[config.mk]
export PLATFORM = sky130hd
export DESIGN_NAME = rcp_div
export DESIGN_NICKNAME = d
export VERILOG_FILES = /design/src/rtl/core/rcp_pkg.sv /design/src/rtl/core/rcp_div.sv
export SDC_FILE = /design/constraint.sdc
export NUM_CORES = 2
export LEC_CHECK = 0
export BUFFER_PORTS_ARGS = -buffer_cell sky130_fd_sc_hd__buf_2
export CAP_MARGIN = 20
export CORE_AREA = 5 5 453 455
export DETAILED_ROUTE_END_ITERATION = 12
export DIE_AREA = 0 0 458 460
export GPL_TIMING_DRIVEN = 0
export PLACE_DENSITY = 0.78
export SYNTH_ARGS = -nofsm -noshare
export SYNTH_HDL_FRONTEND = slang
export SYNTH_SLANG_ARGS = --single-unit
[constraint.sdc]
create_clock -name clk -period 8.23 [get_ports clk]
set_clock_uncertainty 0.1 [all_clocks]
set_input_delay 2.469 -clock clk [delete_from_list [all_inputs] [get_ports clk]]
set_output_delay 2.469 -clock clk [all_outputs]
set_load 0.05 [all_outputs]
[src/rtl/core/rcp_pkg.sv]
// shared types, constants and helpers for the radial projection residual core
// no dependencies
package rcp_pkg;

  localparam int LAT       = 51;  // accept edge to result strobe
  localparam int DIV_STEPS = 30;  // fraction bits of the normalized coordinates
  localparam int OBS_DLY   = 48;  // observed pixel delay up to the pixel stage
  localparam int ZERO_DLY  = 45;  // zero-depth flag delay up to the pixel stage

  typedef enum logic [2:0] {
    REG_DIST_CENTER_X = 3'd0,
    REG_DIST_CENTER_Y = 3'd1,
    REG_RADIAL_K2     = 3'd2,
    REG_RADIAL_K4     = 3'd3,
    REG_RADIAL_K6     = 3'd4,
    REG_PRINCIPAL_X   = 3'd5,
    REG_PRINCIPAL_Y   = 3'd6,
    REG_FOCAL_LENGTH  = 3'd7
  } cfg_idx_t;

  typedef struct packed {
    logic signed [31:0] dist_center_x;
    logic signed [31:0] dist_center_y;
    logic signed [31:0] radial_k2;
    logic signed [31:0] radial_k4;
    logic signed [31:0] radial_k6;
    logic signed [31:0] principal_x;
    logic signed [31:0] principal_y;
    logic        [30:0] focal_length;
  } cfg_t;

  localparam logic signed [31:0] PRINCIPAL_X_RST  = 32'sd196608000;
  localparam logic signed [31:0] PRINCIPAL_Y_RST  = 32'sd131072000;
  localparam logic        [30:0] FOCAL_LENGTH_RST = 31'd393216000;

  localparam logic signed [31:0] S32_MAX = 32'sh7fffffff;
  localparam logic signed [31:0] S32_MIN = 32'sh80000000;

  function automatic logic signed [31:0] sat32(input logic signed [63:0] v);
    logic signed [31:0] res;
    if (v > 64'(S32_MAX)) begin
      res = S32_MAX;
    end else if (v < 64'(S32_MIN)) begin
      res = S32_MIN;
    end else begin
      res = 32'(v);
    end
    return res;
  endfunction

endpackage

[src/rtl/core/rcp_div.sv]
// pipelined restoring divider, Q2.30 quotient truncated toward zero, saturated
// one quotient bit per stage, then a sign and saturation stage; uses rcp_pkg
module rcp_div (
  input  logic               clk,
  input  logic signed [35:0] num,
  input  logic signed [35:0] den,
  output logic signed [31:0] q
);
  import rcp_pkg::*;

  logic [35:0] un, ud;
  logic        ip0;
  logic [36:0] r_r   [0:DIV_STEPS];
  logic [29:0] f_r   [0:DIV_STEPS];
  logic [35:0] ud_r  [0:DIV_STEPS];
  logic        ip_r  [0:DIV_STEPS];
  logic        neg_r [0:DIV_STEPS];
  logic        sat_r [0:DIV_STEPS];
  logic [31:0] m;

  always_comb begin
    un  = num[35] ? 36'(-num) : 36'(num);
    ud  = den[35] ? 36'(-den) : 36'(den);
    ip0 = (un >= ud);
    m   = {1'b0, ip_r[DIV_STEPS], f_r[DIV_STEPS]};
  end

  always_ff @(posedge clk) begin
    r_r[0]   <= {1'b0, ip0 ? (un - ud) : un};
    f_r[0]   <= '0;
    ud_r[0]  <= ud;
    ip_r[0]  <= ip0;
    neg_r[0] <= num[35] ^ den[35];
    sat_r[0] <= ({1'b0, un} >= {ud, 1'b0});
  end

  for (genvar k = 0; k < DIV_STEPS; k++) begin : g_step
    logic [36:0] sh;
    logic        ge;
    always_comb begin
      sh = {r_r[k][35:0], 1'b0};
      ge = (sh >= {1'b0, ud_r[k]});
    end
    always_ff @(posedge clk) begin
      r_r[k+1]   <= ge ? (sh - {1'b0, ud_r[k]}) : sh;
      f_r[k+1]   <= {f_r[k][28:0], ge};
      ud_r[k+1]  <= ud_r[k];
      ip_r[k+1]  <= ip_r[k];
      neg_r[k+1] <= neg_r[k];
      sat_r[k+1] <= sat_r[k];
    end
  end

  always_ff @(posedge clk) begin
    if (sat_r[DIV_STEPS]) begin
      q <= neg_r[DIV_STEPS] ? S32_MIN : S32_MAX;
    end else begin
      q <= neg_r[DIV_STEPS] ? -$signed(m) : $signed(m);
    end
  end
endmodule

# Word level (Yosys, flattened, before mapping)
# Memories as Yosys holds them, arrays and structs flattened.
# Index checks and enable logic that the tools add are counted.
[classes]
n_addsub = 34
mul = 0
div = 0
magnitude_cmp = 32
eq_ne = 0
n_shift = 0
n_mux = 36
bitwise = 1
reduce_logical = 0
[ops]
columns = ["operator", "count"]
rows = [
  ["$ge A37 B36 Y1", 30],
  ["$mux W37", 30],
  ["$sub A37 B36 Y37", 30],
  ["$mux W36", 3],
  ["$mux W32", 3],
  ["$neg A36 Y36", 2],
  ["$ge A36 B37 Y1", 1],
  ["$ge A36 B36 Y1", 1],
  ["$sub A36 B36 Y36", 1],
  ["$neg A31 Y32", 1],
  ["$xor A1 B1 Y1", 1],
]
[word_totals]
reg_bits = 32
latchBits = 0
mem_bits_rw = 3286
romBits = 0
in_bits = 73
memories = 6
[memory_table]
columns = ["name", "depth", "width", "read_ports", "rd_ports_with_merged_regs", "wr", "line", "source"]
rows = [
  ["r_r", 31, 37, 30, 0, 31, "rcp_div.sv:13", "logic [36:0] r_r [0:DIV_STEPS];"],
  ["ud_r", 31, 36, 30, 0, 31, "rcp_div.sv:15", "logic [35:0] ud_r [0:DIV_STEPS];"],
  ["f_r", 31, 30, 31, 0, 31, "rcp_div.sv:14", "logic [29:0] f_r [0:DIV_STEPS];"],
  ["ip_r", 31, 1, 31, 0, 31, "rcp_div.sv:16", "logic ip_r [0:DIV_STEPS];"],
  ["neg_r", 31, 1, 31, 0, 31, "rcp_div.sv:17", "logic neg_r [0:DIV_STEPS];"],
  ["sat_r", 31, 1, 31, 0, 31, "rcp_div.sv:18", "logic sat_r [0:DIV_STEPS];"],
]

# Logic depth before layout (Yosys ltp)
[logic_depth]
word_depth = 4
depth_mapped = 25
ltp_nobuf = 22

# Least setup slack after synthesis
# OpenSTA, ideal clock, no wires.
[synth_path]
path_kind = "input -> register"
from = "input port num[3]"
to = "memory r_r[0][7]"
setup_ns = 0.123
t_arrival_ns = 7.083
required_ns = 8.007
path_slack_ns = 0.924
stages = 20
path_buffers = 3
cell_sequence = "or4_1 or4_1 clkbuf_1 or4_1 o31ai_1 nand2_1 xor2_1 ha_1 a21o_1 a21oi_1 nor2b_1 a311oi_1 nor2b_1 o21a_1 o21a_1 o21ai_0 o311a_1 buf_2 buf_6 mux2_1"
[synth_rtl]
columns = ["element", "line", "source"]
rows = [
  ["from (decl)", "rcp_div.sv:5", "input logic signed [35:0] num,"],
  ["to (decl)", "rcp_div.sv:13", ""],
]

==> flow_summary.ini <==
[global_route]
grt_pass1_vias = 98037
grt_util_all_layers_pct = 30.7
antenna_found_initial = 10
grt_max_degree = 17
grt_overflow = 0
grt_pass1_wl_um = 525000

[timing]
hold_viol_final = 0
finalSetupViolCount = 0
max_slew_margin_pct = 21.9
max_freq_mhz = 127
rsz0062_at_grt = false
period_needed_ns = 7.87
tightest_slew_ns = 1.16
report.final.slew_viol_count = 0
holdWs_ns = 0.189
setup_ws_ns = 0.363
finalCritPeriodShare_pct = 95.6

[power_and_ir_drop]
vdd_ir_drop_max_mv = 0.296
p_leak_nw = 65.2
p_per_area_mw_per_mm2 = 497

[setup_path]
critPathArrivalTime_ns = 8.53
cp-end-kind = flip-flop
critPathSlowestCell = buf_1
crit_path_start_kind = input pin
crit_start = den[35]
crit_family = compound AO/OA/AOI/OAI gates
crit_type = in2reg
crit_fanout = 10
regToRegStartpoint = ud_r[22][1]$_DFF_P_
cpPeakStageDelay_ns = 0.68
cp_cell_sequence = buf_2 -> clkbuf_1 -> buf_1 -> o31ai_1 -> xnor2_1 -> inv_1 -> ha_1 -> o21ai_0 -> o21ai_0 -> a2111oi_0 -> or2_2 -> o211ai_2 -> o211a_4 -> a2111oi_4 -> nor2_4 -> a31oi_1 -> o311a_1 -> buf_2 -> buf_6 -> mux2_1
worst-path-buf-inv = 6
worstPathRequired_ns = 8.89

[outcome]
outcome = complete, no violations

[die]
core-area_mm2 = 0.201
start_util_pct = 63.4
rows = 165
die_w_um = 458
io_pins = 105
die_h_um = 460
die_area_mm2 = 0.211

[clock_tree]
cts.reportedPaths.clkPinSlew_ns = 0.07
ctsHoldBuffers = 0
cts_tree = built
ctsLongestPathBuffers = 4
cts-root-buf = clkbuf_16
cts-buffers-inserted = 298
cts_resized = 0
postCtsSetupBuffers = 0
cts_max_level = 5
clkSinkCount = 2750
clock_latency_ns = 0.95

[min_path]
hp-start = f_r[1][211]$_DFF_P_
hold_path_class = reg2reg

[yosys]
synth_compound_area_share_pct = 17.9
yosys_warnings = 0
ys_ff_latch = 2750
synthDistinctLibCells = 98
synth_seq_area_share_pct = 43.2
synthCells = 13839
synth-xor-area-share_pct = 6.75
synth_top_family_by_area = compound AO/OA/AOI/OAI gates
synthesis.nets = 15088
synthSimpleGateAreaFrac_pct = 11.6
ys.flop_type = dfxtp_1
syn-cell-area_mm2 = 0.127
synth_mux_area_share_pct = 3.62
async_flop_share_pct = 0
syn_avg_cell_area_um2 = 9.20
synthAdderAreaFrac_pct = 11.8
synth_edf_count = 0

[route]
first_pass_iters = 8
postRouteAntennaNets = 0
drc_errors = 0
avgRoutedWirePerCell_um = 19.5
drt_iter0_drc = 8804
via_count = 100409
totalWireLength_um = 335000
viasPerCell = 5.86

[placement]
dp_hpwl_um = 261000
dp_slack_ns = -0.201
placement.io_buffers = 103
place.gp.congestion = 0.978
dpl.cell_count = 16622

[run]
maxCapViolations = 0

[cells_and_area]
layout.nets = 15500
area_growth_pct = 10.9
drive_above_1_share_pct = 7.27
final_cells = 17126
layout_common_cells = 2750 x dfxtp_1, 1452 x inv_1, 1146 x ha_1
fillers = 15469
final_common_cell = dfxtp_1
sequential cells by signal, summed over array words and instances, names as in the netlist:
signal / flops
neg_r: 31
sat_r: 31
r_r: 1080
f_r: 465
q: 32
ip_r: 31
ud_r: 1080
through the flow:
stage,utilization [%],power (W),setup TNS (ns),area (um^2)
after floorplan,-,0.0468,0,127000
after global placement,65.3,0.0549,-3.86,131000
after detailed placement,65.4,0.0559,-4.22,131000
after CTS,70.3,0.0698,0,141000
after global routing,70.3,0.0750,0,141000
final,70.3,0.0701,0,141000
worst paths after layout:
kind	end	cells after the start	slack [ns]
setup / recovery	r_r[0][27]$_DFF_P_	20	0.36
hold / removal	f_r[1][242]$_DFF_P_	0	0.19
setup reg to reg	r_r[1][260]$_DFF_P_	15	2.25
hold reg to reg	f_r[1][242]$_DFF_P_	0	0.19
synth_stat cells (all sizes together) (22+ instances only):
master,n,area (um^2)
a2111oi,37,374
a211oi,91,688
a21boi,68,510
a21o,540,4050
a21oi,1105,5530
a311oi,22,193
a31oi,100,626
and2,48,300
and3,86,538
and4,28,245
buf,42,183
clkbuf,247,927
dfxtp,2750,55100
fa,30,601
ha,1146,14300
inv,1456,5470
mux2,385,4340
mux2i,27,270
nand2,969,3640
nand2b,171,1070
nand3,199,996
nand4,147,920
nor2,884,3330
nor2b,189,1180
nor3,165,837
nor3b,22,165
nor4,34,213
o211ai,40,305
o21a,186,1400
o21ai,924,4630
o21bai,116,871
o22ai,22,138
o31ai,108,825
o41ai,41,367
or2,29,181
or3,77,482
or4,35,263
xnor2,603,5290
xor2,377,3310
power breakdown:
part           switching [W]  leakage (nW)  internal, W
Combinational         0.0205          37.2       0.0152
Sequential           0.00289          23.1       0.0182
Clock                0.00522          4.84      0.00814
Total                 0.0286          65.2       0.0416
per-layer routing:
layer  vias up  share of wire [%]  global-route usage (%)
li1      48635                  -                       -
met1     47474                 45                    42.7
met2      3618                 44                    48.9
met3       674                7.3                    5.15
met4         8                2.8                    9.46
met5         -              0.018                       0
layout make-up:
type                       count  area (um^2)  share of cell area, %
tap                         2672         3340                   2.37
buffer                       289         1110                  0.786
multi-input combinational   9343        65800                   46.6
clock inverter               100         1330                  0.945
clock buffer                 400         8510                   6.03
antenna                        3         7.51                0.00532
inverter                    1457         5470                   3.87
sequential                  2750        55100                   39.0
timing repair buffer         112          594                  0.421
cell families after synthesis:
family,count (synthesis)
AO/OA/AOI/OAI,3645
XOR/XNOR,980
adder cells (fa/ha/maj),1180
buffers and inverters,1746
flip-flops,2750
multiplexers,412
AND/OR/NAND/NOR,3126
Note: power is estimated with default switching activity, not from simulation.
